**src/hpc_pkg.sv**
```systemverilog
package hpc_pkg;

  // Input command codes.
  localparam logic [1:0] CMD_TICK      = 2'd0;
  localparam logic [1:0] CMD_SET_POWER = 2'd1;
  localparam logic [1:0] CMD_QUERY     = 2'd2;

  // Operating modes.
  localparam logic [1:0] MODE_DISABLED = 2'd0;
  localparam logic [1:0] MODE_AUTO     = 2'd1;
  localparam logic [1:0] MODE_HAND     = 2'd2;

  // Configuration register indexes.
  localparam logic [2:0] REG_MODE           = 3'd0;
  localparam logic [2:0] REG_TARGET_RETURN  = 3'd1;
  localparam logic [2:0] REG_MAX_FLOW       = 3'd2;
  localparam logic [2:0] REG_HYSTERESIS     = 3'd3;
  localparam logic [2:0] REG_AUTO_CEILING   = 3'd4;
  localparam logic [2:0] REG_MANUAL_CEILING = 3'd5;
  localparam logic [2:0] REG_PERIOD         = 3'd6;
  localparam logic [2:0] REG_DEBOUNCE       = 3'd7;

  localparam int CFG_INDEX_W = 3;
  localparam int CFG_DATA_W  = 16;

  // Power and temperature constants.
  localparam logic [7:0] PDM_FULL_SCALE   = 8'd100;
  localparam logic [6:0] POWER_MAX        = 7'd100;
  localparam logic [6:0] FROST_TARGET_MAX = 7'd15;
  localparam int         TEMP_W           = 12;
  localparam int         CALC_W           = 16;
  // Reciprocal of ten with 15 fractional bits; exact for magnitudes up to 2048.
  localparam logic [11:0] RECIP_TEN   = 12'd3277;
  localparam int          RECIP_SHIFT = 15;

  typedef struct packed {
    logic [1:0]  mode;
    logic [6:0]  target_return_temp;
    logic [6:0]  max_flow_temp;
    logic [4:0]  hysteresis_deg;
    logic [6:0]  auto_ceiling;
    logic [6:0]  manual_ceiling;
    logic [15:0] period_ms;
    logic [15:0] debounce_ms;
  } hpc_cfg_t;

endpackage

```
**src/hpc_cfg_regs.sv**
```systemverilog
module hpc_cfg_regs (
  input  logic                            clk,
  input  logic                            rst_n,
  input  logic                            cfg_valid,
  input  logic [hpc_pkg::CFG_INDEX_W-1:0] cfg_index,
  input  logic [hpc_pkg::CFG_DATA_W-1:0]  cfg_data,
  output logic                            cfg_ready,
  output hpc_pkg::hpc_cfg_t               cfg
);
  import hpc_pkg::*;

  hpc_cfg_t cfg_r;
  hpc_cfg_t cfg_nxt;

  // The user must let writes land only while the block is idle; it is not enforced here, and the port is always open.
  assign cfg_ready = 1'b1;
  assign cfg       = cfg_r;

  always_comb begin
    cfg_nxt = cfg_r;
    if (cfg_valid) begin
      unique case (cfg_index)
        REG_MODE:           cfg_nxt.mode               = cfg_data[1:0];
        REG_TARGET_RETURN:  cfg_nxt.target_return_temp = cfg_data[6:0];
        REG_MAX_FLOW:       cfg_nxt.max_flow_temp      = cfg_data[6:0];
        REG_HYSTERESIS:     cfg_nxt.hysteresis_deg     = cfg_data[4:0];
        REG_AUTO_CEILING:   cfg_nxt.auto_ceiling       = cfg_data[6:0];
        REG_MANUAL_CEILING: cfg_nxt.manual_ceiling     = cfg_data[6:0];
        REG_PERIOD:         cfg_nxt.period_ms          = cfg_data[15:0];
        REG_DEBOUNCE:       cfg_nxt.debounce_ms        = cfg_data[15:0];
        default:            cfg_nxt = cfg_r;
      endcase
    end
  end

  always_ff @(posedge clk) begin
    if (!rst_n) begin
      cfg_r.mode               <= MODE_AUTO;
      cfg_r.target_return_temp <= 7'd40;
      cfg_r.max_flow_temp      <= 7'd75;
      cfg_r.hysteresis_deg     <= 5'd3;
      cfg_r.auto_ceiling       <= 7'd100;
      cfg_r.manual_ceiling     <= 7'd100;
      cfg_r.period_ms          <= 16'd1000;
      cfg_r.debounce_ms        <= 16'd100;
    end else begin
      cfg_r <= cfg_nxt;
    end
  end

endmodule

```
**src/hpc_auto_power.sv**
```systemverilog
module hpc_auto_power (
  input  hpc_pkg::hpc_cfg_t                cfg,
  input  logic                             relay_state,
  input  logic signed [hpc_pkg::TEMP_W-1:0] return_temp_dc,
  input  logic signed [hpc_pkg::TEMP_W-1:0] flow_temp_dc,
  output logic [6:0]                       auto_power
);
  import hpc_pkg::*;

  logic signed [CALC_W-1:0] r_s;
  logic signed [CALC_W-1:0] f_s;
  logic signed [CALC_W-1:0] tgt_s;
  logic signed [CALC_W-1:0] pmax_s;
  logic signed [CALC_W-1:0] tgt_x10;
  logic signed [CALC_W-1:0] flow_limit;
  logic signed [CALC_W-1:0] hyst_limit;
  logic [TEMP_W-1:0]        r_abs;
  logic [2*TEMP_W-1:0]      r_prod;
  logic [8:0]               q_abs;
  logic signed [CALC_W-1:0] q_s;
  logic signed [CALC_W-1:0] err_s;
  logic signed [CALC_W-1:0] prop_s;
  logic signed [CALC_W-1:0] power_s;

  always_comb begin
    r_s        = CALC_W'(return_temp_dc);
    f_s        = CALC_W'(flow_temp_dc);
    tgt_s      = signed'(CALC_W'(cfg.target_return_temp));
    pmax_s     = signed'(CALC_W'(cfg.auto_ceiling));
    tgt_x10    = CALC_W'(tgt_s * 16'sd10);
    flow_limit = CALC_W'((signed'(CALC_W'(cfg.max_flow_temp)) - 16'sd2) * 16'sd10);
    hyst_limit = CALC_W'((tgt_s - signed'(CALC_W'(cfg.hysteresis_deg))) * 16'sd10);

    // Division by ten truncated toward zero: divide the magnitude, restore the sign.
    r_abs  = return_temp_dc[TEMP_W-1] ? TEMP_W'(-return_temp_dc) : TEMP_W'(return_temp_dc);
    r_prod = r_abs * RECIP_TEN;
    q_abs  = r_prod[RECIP_SHIFT +: 9];
    q_s    = return_temp_dc[TEMP_W-1] ? -signed'(CALC_W'(q_abs)) : signed'(CALC_W'(q_abs));

    err_s  = tgt_s - q_s;
    prop_s = CALC_W'(16'sd20 + (err_s <<< 2));
    if (prop_s < 16'sd20) begin
      prop_s = 16'sd20;
    end
    if (cfg.mode == MODE_AUTO && prop_s > pmax_s) begin
      prop_s = pmax_s;
    end

    if (cfg.target_return_temp <= FROST_TARGET_MAX) begin
      // Frost protection: bang-bang around the target with half a degree of band.
      if (r_s <= 16'sd100 || r_s <= tgt_x10 - 16'sd5) begin
        power_s = pmax_s;
      end else if (r_s >= tgt_x10 + 16'sd5) begin
        power_s = '0;
      end else begin
        power_s = relay_state ? pmax_s : '0;
      end
    end else if (f_s >= flow_limit) begin
      power_s = '0;
    end else if (r_s <= hyst_limit) begin
      power_s = prop_s;
    end else if (r_s >= tgt_x10 + 16'sd10) begin
      power_s = '0;
    end else begin
      power_s = 16'sd20;
    end

    if (power_s > signed'(CALC_W'(POWER_MAX))) begin
      auto_power = POWER_MAX;
    end else if (power_s < 16'sd0) begin
      auto_power = '0;
    end else begin
      auto_power = power_s[6:0];
    end
  end

endmodule

```
**src/heater_power_pdm_controller.sv**
```systemverilog
// Heater relay controller using Bresenham pulse density modulation. Each input
// transfer carries one command: a one millisecond tick (advances the internal
// clock and, once per period_ms, steps the accumulator and drives the relay
// subject to the debounce window), a set-power request (clamped to the mode's
// ceiling and to 0..100), or an auto-power query (demand from return and flow
// temperatures in tenths of a degree). Every input transfer produces exactly one
// result transfer. The block takes one item per clock cycle while the result
// side is not stalled: an item is held in the input register, is worked out
// by a single pass of compares, adds and constant multiplies, and lands in the
// result register, from which the result is offered. A stalled result holds the
// result register and, through it, the input register; the input side stalls
// only when both registers are full. Configuration writes take effect in the
// cycle after their transfer and must only be issued while no item is in flight.
module heater_power_pdm_controller (
  input  logic                            clk,
  input  logic                            rst_n,
  // Input channel.
  input  logic                            in_valid,
  output logic                            in_stall,
  input  logic [1:0]                      in_cmd,
  input  logic signed [15:0]              in_power_request,
  input  logic                            in_safety_block,
  input  logic signed [11:0]              in_return_temp_dc,
  input  logic signed [11:0]              in_flow_temp_dc,
  // Result channel.
  output logic                            out_valid,
  input  logic                            out_stall,
  output logic                            out_relay_on,
  output logic [6:0]                      out_power_level,
  output logic [6:0]                      out_auto_power,
  output logic                            out_pulse_fired,
  // Configuration write channel.
  input  logic                            cfg_valid,
  output logic                            cfg_ready,
  input  logic [hpc_pkg::CFG_INDEX_W-1:0] cfg_index,
  input  logic [hpc_pkg::CFG_DATA_W-1:0]  cfg_data
);
  import hpc_pkg::*;

  hpc_cfg_t cfg;

  // Input register stage.
  logic               in_valid_r;
  logic               in_valid_nxt;
  logic [1:0]         cmd_r;
  logic signed [15:0] power_request_r;
  logic               safety_block_r;
  logic signed [11:0] return_temp_r;
  logic signed [11:0] flow_temp_r;

  // Controller state.
  logic [31:0] clock_ms_r,      clock_ms_nxt;
  logic [31:0] last_step_ms_r,  last_step_ms_nxt;
  logic [31:0] last_relay_ms_r, last_relay_ms_nxt;
  logic [7:0]  accumulator_r,   accumulator_nxt;
  logic        relay_state_r,   relay_state_nxt;
  logic [6:0]  power_target_r,  power_target_nxt;
  logic        fired_flag_r,    fired_flag_nxt;

  // Result register stage.
  logic       out_valid_r;
  logic       out_valid_nxt;
  logic [6:0] auto_power_r;
  logic [6:0] auto_power_nxt;

  logic in_take;
  logic advance;

  logic [31:0]        tick_clock;
  logic               step_due;
  logic               relay_open;
  logic               relay_wr;
  logic               relay_val;
  logic [7:0]         acc_sum;
  logic signed [15:0] ceiling_s;
  logic signed [15:0] req_s;
  logic [6:0]         query_power;

  hpc_cfg_regs u_cfg (
    .clk       (clk),
    .rst_n     (rst_n),
    .cfg_valid (cfg_valid),
    .cfg_index (cfg_index),
    .cfg_data  (cfg_data),
    .cfg_ready (cfg_ready),
    .cfg       (cfg)
  );

  hpc_auto_power u_auto (
    .cfg            (cfg),
    .relay_state    (relay_state_r),
    .return_temp_dc (return_temp_r),
    .flow_temp_dc   (flow_temp_r),
    .auto_power     (query_power)
  );

  // The held item moves on whenever the result register is empty or being drained.
  assign advance  = in_valid_r && (!out_valid_r || !out_stall);
  assign in_stall = in_valid_r && !advance;
  assign in_take  = in_valid && !in_stall;

  always_comb begin
    in_valid_nxt = in_valid_r;
    if (in_take) begin
      in_valid_nxt = 1'b1;
    end else if (advance) begin
      in_valid_nxt = 1'b0;
    end

    out_valid_nxt = out_valid_r;
    if (advance) begin
      out_valid_nxt = 1'b1;
    end else if (!out_stall) begin
      out_valid_nxt = 1'b0;
    end
  end

  // One pass of item processing; the state only moves when the item advances.
  always_comb begin
    clock_ms_nxt      = clock_ms_r;
    last_step_ms_nxt  = last_step_ms_r;
    last_relay_ms_nxt = last_relay_ms_r;
    accumulator_nxt   = accumulator_r;
    relay_state_nxt   = relay_state_r;
    power_target_nxt  = power_target_r;
    fired_flag_nxt    = fired_flag_r;
    auto_power_nxt    = '0;
    relay_wr          = 1'b0;
    relay_val         = 1'b0;

    tick_clock = clock_ms_r + 32'd1;
    step_due   = (tick_clock - last_step_ms_r) >= {16'd0, cfg.period_ms};
    relay_open = (tick_clock - last_relay_ms_r) >= {16'd0, cfg.debounce_ms};
    // The accumulator stays below full scale between steps, so eight bits hold the sum.
    acc_sum    = accumulator_r + {1'b0, power_target_r};

    ceiling_s = (cfg.mode == MODE_HAND) ? signed'({9'd0, cfg.manual_ceiling})
                                        : signed'({9'd0, cfg.auto_ceiling});
    req_s = power_request_r;
    if (req_s > ceiling_s) begin
      req_s = ceiling_s;
    end
    if (req_s < 16'sd0) begin
      req_s = 16'sd0;
    end
    if (req_s > 16'sd100) begin
      req_s = 16'sd100;
    end

    if (advance) begin
      case (cmd_r)
        CMD_TICK: begin
          clock_ms_nxt = tick_clock;
          if (step_due) begin
            last_step_ms_nxt = tick_clock;
            relay_wr         = 1'b1;
            if (safety_block_r || cfg.mode == MODE_DISABLED) begin
              accumulator_nxt = '0;
              fired_flag_nxt  = 1'b0;
            end else if (acc_sum >= PDM_FULL_SCALE) begin
              accumulator_nxt = acc_sum - PDM_FULL_SCALE;
              fired_flag_nxt  = 1'b1;
              relay_val       = 1'b1;
            end else begin
              accumulator_nxt = acc_sum;
              fired_flag_nxt  = 1'b0;
            end
          end
          // A relay write inside the debounce window is dropped.
          if (relay_wr && relay_open) begin
            relay_state_nxt   = relay_val;
            last_relay_ms_nxt = tick_clock;
          end
        end
        CMD_SET_POWER: begin
          power_target_nxt = req_s[6:0];
        end
        CMD_QUERY: begin
          auto_power_nxt = query_power;
        end
        default: begin
          auto_power_nxt = '0;
        end
      endcase
    end
  end

  always_ff @(posedge clk) begin
    if (!rst_n) begin
      in_valid_r      <= 1'b0;
      out_valid_r     <= 1'b0;
      clock_ms_r      <= '0;
      last_step_ms_r  <= '0;
      last_relay_ms_r <= '0;
      accumulator_r   <= '0;
      relay_state_r   <= 1'b0;
      power_target_r  <= '0;
      fired_flag_r    <= 1'b0;
    end else begin
      in_valid_r      <= in_valid_nxt;
      out_valid_r     <= out_valid_nxt;
      clock_ms_r      <= clock_ms_nxt;
      last_step_ms_r  <= last_step_ms_nxt;
      last_relay_ms_r <= last_relay_ms_nxt;
      accumulator_r   <= accumulator_nxt;
      relay_state_r   <= relay_state_nxt;
      power_target_r  <= power_target_nxt;
      fired_flag_r    <= fired_flag_nxt;
    end
  end

  // Payload registers carry no reset; their valid bits guard them.
  always_ff @(posedge clk) begin
    if (in_take) begin
      cmd_r           <= in_cmd;
      power_request_r <= in_power_request;
      safety_block_r  <= in_safety_block;
      return_temp_r   <= in_return_temp_dc;
      flow_temp_r     <= in_flow_temp_dc;
    end
    if (advance) begin
      auto_power_r <= auto_power_nxt;
    end
  end

  // The relay, target and fired outputs show the state that the last
  // transferred item left; it moves only together with the result register.
  assign out_valid       = out_valid_r;
  assign out_relay_on    = relay_state_r;
  assign out_power_level = power_target_r;
  assign out_auto_power  = auto_power_r;
  assign out_pulse_fired = fired_flag_r;

endmodule

```
**config.mk**
```make
export PLATFORM = sky130hd
export DESIGN_NAME = heater_power_pdm_controller
export DESIGN_NICKNAME = d
export VERILOG_FILES = /design/src/hpc_pkg.sv /design/src/hpc_cfg_regs.sv /design/src/hpc_auto_power.sv /design/src/heater_power_pdm_controller.sv
export SDC_FILE = /design/constraint.sdc
export NUM_CORES = 1
export LEC_CHECK = 0
export ABC_AREA = 1
export BUFFER_PORTS_ARGS = -buffer_cell sky130_fd_sc_hd__buf_2
export CORE_MARGIN = 5
export CORE_UTILIZATION = 49
export DETAILED_ROUTE_END_ITERATION = 10
export PLACE_DENSITY_LB_ADDON = 0.3
export SYNTH_ARGS = -nofsm -noshare
export SYNTH_HDL_FRONTEND = slang
export SYNTH_SLANG_ARGS = --single-unit
```
**constraint.sdc**
```tcl
create_clock -name clk -period 30.6 [get_ports clk]
set_clock_uncertainty 0.05 [all_clocks]
set_input_delay 6.12 -clock clk [delete_from_list [all_inputs] [get_ports clk]]
set_output_delay 6.12 -clock clk [all_outputs]
set_load 0.02 [all_outputs]
```
* Word level (Yosys, flattened, before mapping)
Index checks and enable logic that the tools add are counted.
Storage, ports and cells: logic and storage cells 130, input bits 67, register bits after elaboration 232, output and inout bits 19
Operators by class: magnitude comparators 17, reductions and logical operators 29, $mul 4, bitwise logic cells 1, eq/ne operators 12, muxes and demuxes 29, $add $sub $neg 14
Operators by type and width (number):
- 16-bit two-way mux | 9
- 32-bit by 16-bit >= comparator with 1-bit output | 2
- 32-bit subtractor | 2
- 12-bit by 16-bit >= comparator with 1-bit output | 3
- 7-bit two-way mux | 5
- 32-bit by 1-bit adder with 32-bit output, second input constant | 1
- 16-bit by 8-bit > comparator with 1-bit output | 2
- 16-bit by 8-bit > comparator with 1-bit output, second input constant | 2
- 12-bit by 16-bit <= comparator with 1-bit output | 2
- 16-bit by 1-bit less-than comparator with 1-bit output, second input constant | 2
- 16-bit by 4-bit multiplier with 15-bit output, second input constant | 2
- 12-bit by 12-bit multiplier with 24-bit output, second input constant | 1
- 2-bit AND reduction | 10
- 16-bit by 4-bit adder with 16-bit output, second input constant | 1
- 16-bit by 5-bit adder with 16-bit output, second input constant | 1
- 6-bit by 16-bit adder with 16-bit output, first input constant | 1
- 16-bit by 6-bit less-than comparator with 1-bit output, second input constant | 1
- 8-bit two-way mux | 2
- 16-bit by 4-bit subtractor with 16-bit output, second input constant | 1
- 14-bit two-way mux | 1
- 9-bit negator with 14-bit output | 1
- 8-bit by 14-bit subtractor with 14-bit output | 1
- 3-bit == test, second input constant | 4
- 12-bit by 8-bit <= comparator with 1-bit output, second input constant | 1
- other kinds (25) | 48

* Depth between registers and ports, before layout
word-level depth 18, mapped depth 74

* By module
Synthesis repeated with hierarchy kept, for this count alone.
Second synthesis, totals: cells, all modules 3581, area, all modules 23324.9 sq um
Modules (own cells, without submodules):
- heater_power_pdm_controller | instances 1, area an instance 13322.8 sq um, seq. area each 3803.6 sq um, cells each 2112
- hpc_auto_power | instances 1, area an instance 7392.1 sq um, seq. area each 0.0 sq um, cells each 1092
- hpc_cfg_regs | instances 1, area an instance 2610.0 sq um, seq. area each 1341.3 sq um, cells each 377

* Worst setup path before layout
Ideal clock, no wire load.
path kind input to output, start input port out_stall, end output port in_stall, stages 2, path slack 17.918 ns, data required time 24.430 ns, data arrival time 6.512 ns, buffers on the path 0, cells stage by stage nand2_1 > nor2_1
On the way: word-level cells in the longest chain between the ends 5
RTL lines:
- start: declaration | line heater_power_pdm_controller.sv:27 | input logic out_stall,
- 1-bit logical NOT
- 1-bit logical OR | line heater_power_pdm_controller.sv:98 | assign advance = in_valid_r && (!out_valid_r || !out_stall);
- 1-bit logical AND | line heater_power_pdm_controller.sv:98
- 1-bit logical NOT | line heater_power_pdm_controller.sv:99 | assign in_stall = in_valid_r && !advance;
- 1-bit logical AND | line heater_power_pdm_controller.sv:99
- end: declaration | line heater_power_pdm_controller.sv:19 | output logic in_stall,
Every way passes these cells.

* Final worst setup path
Same ends and word-level chain as after synthesis.

==> results.toml <==
[global_routing]
antenna_found_initial = 0
grt_overflow = 0
grt_max_degree = 96
grt_pass1_vias = 17890
grt_pass1_wl_mm = 85.44
grtUsageTotal_pct = 21.43

[timing]
period_share_pct = 41.69
fin_crit_ps = 12760
timing_hold_violations_final = 0
tns_ps = 0
fin_ws_ps = 17840
worstMarginPinSlew_ps = 1161
drv_slew = 0
max-slew-margin-rel_pct = 22.47
fmax_mhz = 78.39
finalSetupViolations = 0
holdWs_ps = 400.2
rsz0062_at_grt = "false"

[synth]
synth_xor_area_share_pct = 6.487
yosys_warnings = 0
yosys.area_share.simple_pct = 18.76
synth-compound-area-share_pct = 16.82
synth_area_per_cell_um2 = 7.352
synthTopCellsByArea = "ha_1, dfxtp_1, inv_1, nand2_1, a21oi_1"
syn_area_um2 = 21040
synth_fa_ha_area_share_pct = 23.15
synth-main-ff-cell = "dfxtp_1"
synth_top_area_share_pct = 18.97
synth_top_family_by_area = "adder cells"
ys_seq_elements = 232
muxShareOfSynthArea_pct = 0
synth_top_area_cell = "ha_1"
ys_types = 64
ys_seq_area_share_pct = 24.45
async_flop_share_pct = 0
syn_inst = 2862
synth_edf_count = 50

[power]
power_mw = 2.145
vdd_drop_max_v = 0.0002197
p_leak_nw = 11.25
power_density_nw_per_um2 = 93.77

[placed_design]
detailedPlace.worstSlack_ps = 17850
port_buffers = 84
post-dp-hpwl_mm = 40.83
gp_congestion = 0.9252

[critical_path]
cp-start-kind = "input port"
critPathKind = "in2out"
cp_cell_sequence = "buf_2 > nand2_1 > nor2_1 > buf_2"
reg2reg_to = "out_auto_power[2]$_SDFFCE_PP0P_"
slowest_stage = "buf_2"
critPathMostFrequentCell = "buf_2"
rr_startpoint = "return_temp_r[0]$_DFFE_PP_"
path_max_fanout = 3
crit_required_ps = 24430
critPathArrivalTime_ps = 6590
rr_worst_depth = 68
regToRegSetupSlack_ps = 18980
endpoint_kind = "output port"
crit_path_max_incr_delay_ps = 180

[clock_tree]
postCtsSetupBuffers = 0
clock_latency_ps = 580
clock_path_buffers = 3
post_cts_resized = 0
root_buffer = "clkbuf_16"
cts.sinks = 232
htreeDepth = 1
hold_buffers = 0
numCtsBuffers = 29
clk_pin_slew_worst_paths_ps = 60
cts_tree = "done"

[route]
ant_nets = 0
drc = 0
vias = 18450
wl_per_cell_um = 14.67
drt_iter0_drc = 1191
wl_mm = 51.38
first_pass_iters = 5
routed_via_density = 5.267

[hold_path]
hold_path_class = "reg2reg"
worstHoldPathCells = 2
hp-start = "u_cfg.cfg[37]$_SDFFE_PN1P_"
worstHoldEndpoint = "u_cfg.cfg[37]$_SDFFE_PN1P_"

[die]
dieArea_um2 = 47190
core_area_um2 = 42790
rows = 76
die_w_um = 217.2
start_util_pct = 49.18
io_pins = 86
die_h_um = 217.2

[finish]
final_layout_size_suffix_gt1_share_pct = 6.764
final_common_cell = "inv_1"
antenna_cells = 0
area_growth_pct = 8.693
final_cell_mix = "inv_1, nand2_1, ha_1, a21oi_1, o21ai_0"
final_nets = 3365

[job]
maxCapViolCount = 0

[outcome]
status = "finished clean"
## kinds of logic (layout without fill, tap and decap cells)
kind of cell,Yosys count,in the layout
other,1,4
AOI/OAI and AO/OA,641,641
and+or+nand+nor,907,907
DFF,232,232
adders and majority gates,363,363
xor gates and xnor gates,155,155
buffers and inverters,563,655
## cell usage after synthesis, types with 3 or more instances
library cell	number
nor4_1	11
o21a_1	9
fa_1	44
nand2_2	8
a21oi_1	300
buf_6	6
a211oi_1	10
nor2_1	209
nand4_2	3
o2111ai_1	3
o21ai_2	3
a31oi_1	10
a21o_1	11
xnor2_1	45
o21bai_1	12
nand3b_1	4
dfxtp_1	182
o221ai_1	6
o211ai_1	25
or2_2	10
nand4_1	24
nand3_1	107
nor3_1	38
buf_2	4
edfxtp_1	50
nor2_4	4
a221oi_1	4
clkbuf_1	34
nor3b_1	3
inv_2	6
nor2_2	5
o21ai_1	13
a21boi_2	5
a21oi_2	5
nand2_1	465
xor2_1	109
inv_1	506
nand3_2	6
o21ai_0	215
ha_1	319
## final cells by class
class                           count  area [µm²]
Inverter                          514        1929
Multi-Input combinational cell   2070       13740
Fill cell                        4137       19920
Tap cell                          546       683.2
Sequential cell                   232        5145
Timing Repair Buffer               88       452.9
Clock inverter                     17       137.6
Clock buffer                       36       782.0
## worst max-delay path: cells and delay by family
kind                   cells  cell delay [ps]
buffers and inverters      2              260
AND/OR/NAND/NOR            2              210
## layer usage
layer	GRT usage, %	up-vias	routed length [µm]
li1	-	9606	-
met4	6.320	0	1374
met2	36.06	344	23320
met5	0	-	0
met1	29.43	8416	24690
met3	2.031	83	1992
## sequential cells by signal, indices dropped and copies added, names as in the netlist
register,flops
out_pulse_fired,1
power_request_r,16
out_power_level,7
in_valid_r,1
clock_ms_r,32
out_auto_power,7
out_relay_on,1
out_valid,1
safety_block_r,1
u_cfg.cfg,67
last_relay_ms_r,32
return_temp_r,12
accumulator_r,8
cmd_r,2
last_step_ms_r,32
flow_temp_r,12
## power by group
group	total (mW)	internal [mW]	switching, mW
registers	0.335	0.326	0.00915
clock network	0.330	0.190	0.139
logic	1.48	0.546	0.935
## how the worst max path moves through the flow
| stage | startpoint | slack [ps] | cells after the start | to |
|---|---|---|---|---|
| 2_1_floorplan | out_stall | 17920 | 2 | in_stall |
| 3_3_place_gp | out_stall | 17850 | 4 | in_stall |
| 3_5_place_dp | out_stall | 17850 | 4 | in_stall |
| 4_1_cts | out_stall | 17840 | 4 | in_stall |
| 5_1_grt | out_stall | 17780 | 4 | in_stall |
| 6_report | out_stall | 17840 | 4 | in_stall |
## metrics by stage
stage	utilization (%)	std cells	cell area, µm²
final	53.45	3503	22870
after global routing	53.45	3503	22870
after CTS	53.45	3503	22870
after detailed placement	51.30	3450	21950
after global placement	51.30	3450	21950
after floorplan	-	2865	21050
No activity file was read; power rests on OpenSTA's default activity.
